## config.mk

```make
export PLATFORM = sky130hd
export DESIGN_NAME = frame_crc16_with_checksum_top_flat
export DESIGN_NICKNAME = d
export VERILOG_FILES = /design/src/hw/rtl/fcrc_pkg.sv /design/src/hw/rtl/fcrc_if.sv /design/src/hw/rtl/fcrc_frame.sv /design/src/hw/rtl/frame_crc16_with_checksum_top.sv /design/src/flat_wrapper.sv
export SDC_FILE = /design/constraint.sdc
export NUM_CORES = 1
export LEC_CHECK = 0
export ABC_AREA = 1
export BUFFER_PORTS_ARGS = -buffer_cell sky130_fd_sc_hd__buf_2
export CORE_MARGIN = 2
export CORE_UTILIZATION = 35
export DETAILED_ROUTE_END_ITERATION = 16
export GPL_TIMING_DRIVEN = 0
export SLEW_MARGIN = 5
export SYNTH_ARGS = -nofsm -noshare
export SYNTH_HDL_FRONTEND = slang
export SYNTH_SLANG_ARGS = --single-unit
```

## constraint.sdc

```tcl
create_clock -name clk -period 4.3 [get_ports clk]
set_input_delay 0.43 -clock clk [delete_from_list [all_inputs] [get_ports clk]]
set_output_delay 0.43 -clock clk [all_outputs]
set_load 0.02 [all_outputs]
```

## src/hw/rtl/fcrc_pkg.sv

```systemverilog
// Package for the framed CRC-16 block: frame length, polynomial, result kinds
// and the control struct passed to the frame CRC unit. No dependencies.
`default_nettype none

package fcrc_pkg;

	localparam int unsigned FrameBits = 100;
	localparam logic [6:0] FRAME_LAST_BIT = 7'(FrameBits - 1);
	localparam logic [15:0] CRC_POLY = 16'h1021;

	localparam logic KIND_CRC = 1'b0;
	localparam logic KIND_SUM = 1'b1;

	typedef struct packed {
		logic shift;
		logic clear;
		logic bit_in;
	} frame_ctrl_t;

endpackage

`default_nettype wire

```

## src/hw/rtl/fcrc_if.sv

```systemverilog
// Word channels of the framed CRC-16 block: byte input and result output.
// Depends on nothing.
`default_nettype none

interface fcrc_in_if;
	logic valid;
	logic ready;
	logic [7:0] data_byte;
	logic last_byte;

	modport source (output valid, output data_byte, output last_byte, input ready);
	modport sink (input valid, input data_byte, input last_byte, output ready);
endinterface

interface fcrc_out_if;
	logic valid;
	logic ready;
	logic result_kind;
	logic [15:0] result_value;
	logic run_last;

	modport source (output valid, output result_kind, output result_value,
		output run_last, input ready);
	modport sink (input valid, input result_kind, input result_value,
		input run_last, output ready);
endinterface

`default_nettype wire

```

## src/hw/rtl/fcrc_frame.sv

```systemverilog
// Bit-serial CRC-16 unit: running remainder and bit count of the current frame.
// Depends on fcrc_pkg.
`default_nettype none

module fcrc_frame (
	input  wire logic                 clk,
	input  wire logic                 arst_n,
	input  wire fcrc_pkg::frame_ctrl_t ctrl,
	output logic [15:0]               crc_next,
	output logic                      fill
);

	logic [15:0] crc_q;
	logic [6:0]  bits_q;
	logic [15:0] mix;

	assign mix      = crc_q ^ {ctrl.bit_in, 15'd0};
	assign crc_next = mix[15] ? ({mix[14:0], 1'b0} ^ fcrc_pkg::CRC_POLY) : {mix[14:0], 1'b0};
	assign fill     = (bits_q == fcrc_pkg::FRAME_LAST_BIT);

	always_ff @(posedge clk or negedge arst_n) begin
		if (!arst_n) begin
			crc_q  <= '0;
			bits_q <= '0;
		end else if (ctrl.clear || (ctrl.shift && fill)) begin
			crc_q  <= '0;
			bits_q <= '0;
		end else if (ctrl.shift) begin
			crc_q  <= crc_next;
			bits_q <= bits_q + 7'd1;
		end
	end

endmodule

`default_nettype wire

```

## src/hw/rtl/frame_crc16_with_checksum_top.sv

```systemverilog
// Framed CRC-16 (polynomial 0x1021, zero init) with a final checksum over all frame CRCs.
// Depends on fcrc_pkg, fcrc_if and fcrc_frame.
//
// Each byte is shifted through the CRC one bit per clock unless a frame CRC waits for the
// output register, and the next byte is taken as the last bit of the current one shifts.
// A frame CRC that cannot enter the full output register holds the shift until the
// register frees. On the last byte a partial frame is padded with zero bits at one bit per
// cycle, and the checksum follows from its own state once the output register can take it.
`default_nettype none

module frame_crc16_with_checksum_top (
	input  wire logic clk,
	input  wire logic arst_n,
	fcrc_in_if.sink   byte_ch,
	fcrc_out_if.source res_ch
);

	typedef enum logic [1:0] {ST_IDLE, ST_SHIFT, ST_PAD, ST_SUM} state_t;

	state_t      state_q;
	logic [7:0]  data_q;
	logic        last_q;
	logic [2:0]  bit_idx_q;
	logic [15:0] sum_q;
	logic        res_valid_q;
	logic        res_kind_q;
	logic [15:0] res_value_q;
	logic        res_last_q;

	fcrc_pkg::frame_ctrl_t frame_ctrl;
	logic [15:0] crc_next;
	logic        fill;
	logic        can_load;
	logic        step;
	logic        emit_crc;
	logic        emit_sum;
	logic        in_fire;
	logic [16:0] sum_add;
	logic [15:0] sum_next;

	assign can_load = !res_valid_q || res_ch.ready;
	assign step     = ((state_q == ST_SHIFT) || (state_q == ST_PAD)) && (!fill || can_load);
	assign emit_crc = step && fill;
	assign emit_sum = (state_q == ST_SUM) && can_load;

	assign frame_ctrl.shift  = step;
	assign frame_ctrl.clear  = emit_sum;
	assign frame_ctrl.bit_in = (state_q == ST_SHIFT) ? data_q[7] : 1'b0;

	fcrc_frame u_frame (
		.clk      (clk),
		.arst_n   (arst_n),
		.ctrl     (frame_ctrl),
		.crc_next (crc_next),
		.fill     (fill)
	);

	assign sum_add  = {1'b0, sum_q} + {1'b0, crc_next};
	assign sum_next = sum_add[15:0] + {15'd0, sum_add[16]};

	assign byte_ch.ready = (state_q == ST_IDLE) ||
		((state_q == ST_SHIFT) && (bit_idx_q == 3'd0) && !last_q && step);
	assign in_fire = byte_ch.valid && byte_ch.ready;

	assign res_ch.valid        = res_valid_q;
	assign res_ch.result_kind  = res_kind_q;
	assign res_ch.result_value = res_value_q;
	assign res_ch.run_last     = res_last_q;

	always_ff @(posedge clk or negedge arst_n) begin
		if (!arst_n) begin
			state_q     <= ST_IDLE;
			data_q      <= '0;
			last_q      <= 1'b0;
			bit_idx_q   <= '0;
			sum_q       <= '0;
			res_valid_q <= 1'b0;
			res_kind_q  <= fcrc_pkg::KIND_CRC;
			res_value_q <= '0;
			res_last_q  <= 1'b0;
		end else begin
			if (emit_crc || emit_sum) begin
				res_valid_q <= 1'b1;
			end else if (res_ch.ready) begin
				res_valid_q <= 1'b0;
			end
			if (emit_crc) begin
				res_kind_q  <= fcrc_pkg::KIND_CRC;
				res_value_q <= crc_next;
				res_last_q  <= (state_q == ST_SHIFT) && !last_q;
				sum_q       <= sum_next;
			end
			if (in_fire) begin
				data_q    <= byte_ch.data_byte;
				last_q    <= byte_ch.last_byte;
				bit_idx_q <= 3'd7;
				state_q   <= ST_SHIFT;
			end else begin
				case (state_q)
					ST_SHIFT: begin
						if (step) begin
							data_q    <= {data_q[6:0], 1'b0};
							bit_idx_q <= bit_idx_q - 3'd1;
							if (bit_idx_q == 3'd0) begin
								if (!last_q) begin
									state_q <= ST_IDLE;
								end else if (fill) begin
									state_q <= ST_SUM;
								end else begin
									state_q <= ST_PAD;
								end
							end
						end
					end
					ST_PAD: begin
						if (emit_crc) begin
							state_q <= ST_SUM;
						end
					end
					ST_SUM: begin
						if (emit_sum) begin
							res_kind_q  <= fcrc_pkg::KIND_SUM;
							res_value_q <= ~sum_q + 16'd1;
							res_last_q  <= 1'b1;
							sum_q       <= '0;
							state_q     <= ST_IDLE;
						end
					end
					default: begin
					end
				endcase
			end
		end
	end

endmodule

`default_nettype wire

```

## src/flat_wrapper.sv

```systemverilog
// flat-port wrapper written by rule: the top's interface ports become plain ports
module frame_crc16_with_checksum_top_flat 
  (clk, arst_n, byte_ch_valid, byte_ch_data_byte, byte_ch_last_byte, byte_ch_ready, res_ch_valid, res_ch_result_kind, res_ch_result_value, res_ch_run_last, res_ch_ready);
  fcrc_in_if byte_ch_i ();
  fcrc_out_if res_ch_i ();
  input  wire logic clk;
  input  wire logic arst_n;
  input wire logic [$bits(byte_ch_i.valid)-1:0] byte_ch_valid;
  input wire logic [$bits(byte_ch_i.data_byte)-1:0] byte_ch_data_byte;
  input wire logic [$bits(byte_ch_i.last_byte)-1:0] byte_ch_last_byte;
  output wire logic [$bits(byte_ch_i.ready)-1:0] byte_ch_ready;
  output wire logic [$bits(res_ch_i.valid)-1:0] res_ch_valid;
  output wire logic [$bits(res_ch_i.result_kind)-1:0] res_ch_result_kind;
  output wire logic [$bits(res_ch_i.result_value)-1:0] res_ch_result_value;
  output wire logic [$bits(res_ch_i.run_last)-1:0] res_ch_run_last;
  input wire logic [$bits(res_ch_i.ready)-1:0] res_ch_ready;
  assign byte_ch_i.valid = byte_ch_valid;
  assign byte_ch_i.data_byte = byte_ch_data_byte;
  assign byte_ch_i.last_byte = byte_ch_last_byte;
  assign byte_ch_ready = byte_ch_i.ready;
  assign res_ch_valid = res_ch_i.valid;
  assign res_ch_result_kind = res_ch_i.result_kind;
  assign res_ch_result_value = res_ch_i.result_value;
  assign res_ch_run_last = res_ch_i.run_last;
  assign res_ch_i.ready = res_ch_ready;
  frame_crc16_with_checksum_top u_core (.clk(clk), .arst_n(arst_n), .byte_ch(byte_ch_i), .res_ch(res_ch_i));
endmodule
```

==> results.txt <==
status: finished, final reports clean
syn nets: 750
drc violations: 0
CTS tree: built
Avg Vias per Cell: 4.791
most used flip-flop cell after synthesis: dfrtp_1
setup_tns: 0 ns
post-synth top area cell: dfrtp_1
Via Count: 4532
Max Slew Vio Count: 0
GRT Total Usage: 16.84%
clock sinks: 72
Syn Area/Cell: 7.251 um2
Buffers on Ports: 32
synthesized area: 5141 um2
Worst Hold Class: primary input to register
Wirelength per Cell: 13.31 um
clock buffer depth: 2
P_leak: 3.134 nW
Gate Count Post-Synth: 709
Final Hold Fails: 0
grt total ovfl: 0
CP Launch Type: register
YS warnings: 0
Arrival @ worst endpoint: 4.19 ns
Post-synth ARST share: 100.0%
CP Capture Type: register
router iterations before antenna repair: 5
slew margin rel.: 72.62%
maximum VDD drop: 0.0003279 V
Die H: 125.2 um
min cycle time layout: 3.973 ns
Post-DRT Antenna Nets: 0
initial antenna violation count: 0
Starting Density: 35.64%
Yosys top cell area share: 35.05%
Max H-tree Level: 3
worst slew pin tran: 0.4103 ns
RD Place Congestion: 0.8210
area grow syn2layout: 16.06%
worst skew pair latency: 0.33 ns
Routed Wire Length: 12.59 mm
final instance area: 5967 um2
post-DP HPWL: 9.734 mm
Clock Skews: 0.005195 ns
pwr/cell area: 689.8 nW/um2
GR peak layer: met2
worst-path fanout max: 5
fmax: 0.2517 GHz
DP Area: 5562 um2
Synth area leaders: dfrtp_1 (35%), nand2_1 (16%), inv_1 (7.5%), ha_1 (6.6%), nand3_1 (6.2%)
Tot Pwr: 0.004116 W
GRT met1 Usage: 21.71%
max cap viols: 0
WS Path Type: register to register
Yosys reg bits: 72
# diodes: 0
vias in the first global route: 4451
period utilization: 92.40%
Num CTS Buffers: 9
CORE AREA: 14420 um2
CTS root buf: clkbuf_16
CP Data Required Time: 4.52 ns
met3 usage: 2.953%
WHS: 0.2963 ns
Post-synth EDFFs: 0
Ports: 33
largest net degree at the start of global routing: 51
share of layout cells above drive strength 1: 17.06%
first-pass GRT wire length: 21.53 mm
sequential-to-total area share from yosys stat: 35.05%
Yosys cell types: 43
die width: 125.2 um
layout filler cell count: 1518
clk slew on worst S/H paths: 0.06 ns
final setup fails: 0
Rows: 44
Final Net Count: 798
die area: 15680 um2
initial DRC count: 348
met2 usage in global routing: 29.22%
-- sequential cells by signal, indices dropped and copies added (netlist names) --
register	flops
u_core.res_ch.result_value	16
u_core.last_q	1
u_core.data_q	8
u_core.bit_idx_q	3
u_core.res_ch.valid	1
u_core.state_q	2
u_core.u_frame.crc_q	16
u_core.sum_q	16
u_core.res_ch.run_last	1
u_core.u_frame.bits_q	7
u_core.res_ch.result_kind	1
-- synth_stat cells, types with 2 or more instances --
cell type    n
nand3_1     64
nand3_2      3
nor2_2       5
nand2_8      2
buf_2        4
o21ai_1      4
nor3_1       5
nand2_4      4
o21bai_1     2
a21oi_2      2
o21ai_2     12
inv_1      103
buf_4        4
dfrtp_1     72
nand2_2      5
nand2_1    223
ha_1        27
inv_2        7
o22ai_1     14
nand4_1      9
a21oi_1     23
o21ai_0     26
o211ai_2     2
xor2_1      19
and2_1       2
buf_6        8
nand3b_1     2
nor2_1      39
xnor2_1      3
-- placed cells by master, fill, tap and decap left out, types with 2 or more instances in the layout --
master       n
a21oi_1     23
a21oi_2      2
and2_1       2
buf_2       35
buf_4        8
buf_6        8
clkbuf_1     3
clkbuf_16    9
clkinv_2     3
dfrtp_1     71
ha_1        22
ha_2         2
ha_4         3
inv_1      101
inv_2        9
nand2_1    221
nand2_2      6
nand2_4      5
nand2_8      2
nand3_1     64
nand3_2      3
nand3b_1     2
nand4_1      9
nor2_1      38
nor2_2       5
nor2_4       2
nor3_1       5
o211ai_2     2
o21ai_0     26
o21ai_1      4
o21ai_2     12
o22ai_1     14
xnor2_1      3
xor2_1      17
xor2_4       2
-- routing by layer --
layer | routed length [um] | vias up
li1 | - | 2349
met1 | 5887 | 2107
met2 | 6082 | 64
met3 | 474 | 12
met4 | 143 | 0
met5 | 0 | -
-- report_power, final --
part,internal [W],switching [W]
clock network,0.000405,0.000280
registers,0.000937,0.000212
logic,0.000831,0.00145
total,0.00217,0.00194
-- layout make-up --
class	count	area, um2	share of cell area [%]
Buffer	17	145.1	2.432
Sequential cell	72	1803	30.22
Clock buffer	13	250.2	4.194
Timing Repair Buffer	37	222.7	3.732
Inverter	112	426.7	7.150
Tap cell	184	230.2	3.858
Clock inverter	3	17.52	0.2936
Multi-Input combinational cell	508	2872	48.12
-- what timing repair did --
action                                 4_1_cts  5_1_grt
endpoints found under the hold margin        3        0
gates cloned                                 0        0
pin swaps                                    1        7
resized for setup                            4       16
setup buffers                                1        2
hold buffers                                 1        0
setup endpoints to repair                    7       10
-- final timing paths --
path                                                start                         to  slack [ns]  depth (start not counted)
worst max register to register          u_core.state_q[1]           u_core.sum_q[10]        0.33                         26
worst min-delay path                    byte_ch_last_byte              u_core.last_q        0.30                          3
worst min register to register  u_core.res_ch.result_kind  u_core.res_ch.result_kind        0.48                          2
min in group asynchronous                          arst_n          u_core.state_q[0]        0.54                          2
worst max-delay path                    u_core.state_q[1]           u_core.sum_q[10]        0.33                         26
max in group asynchronous                          arst_n            u_core.sum_q[9]        3.22                          3
-- cell families after synthesis --
logic type	count (synthesis)	synth area share (%)
xor gates and xnor gates	22	3.748
DFF	72	35.05
and+or+nand+nor	370	32.66
buffers and inverters	129	11.12
AOI/OAI and AO/OA	88	10.46
adders and majority gates	28	6.960
-- stage by stage --
step	util (%)	std cells	worst slack, ns
after floorplan	-	709	0.7941
after global placement	38.35	925	-0.2031
after detailed placement	38.56	926	-0.2261
after CTS	40.68	944	0.05585
final	41.37	946	0.3267
after global routing	41.37	946	-0.02716
-- worst max-delay path: stages (launching register included) --
cell	delay, ns
dfrtp_2	0.44
inv_2	0.10
ha_4	0.16
nand3_1	0.13
nand2_4	0.18
xor2_4	0.19
inv_2	0.08
ha_4	0.27
nand2_1	0.08
inv_1	0.08
nand3_1	0.12
nand2_2	0.10
nand2_1	0.07
nand2_1	0.09
a21oi_1	0.08
o21bai_2	0.23
ha_2	0.22
ha_1	0.14
inv_1	0.05
nor2_2	0.14
nand3_1	0.13
nor2_2	0.18
nand3_2	0.15
nor2_4	0.18
nand2_1	0.06
a21oi_1	0.16
nor2_1	0.05
No activity file was read; power rests on OpenSTA's default activity.
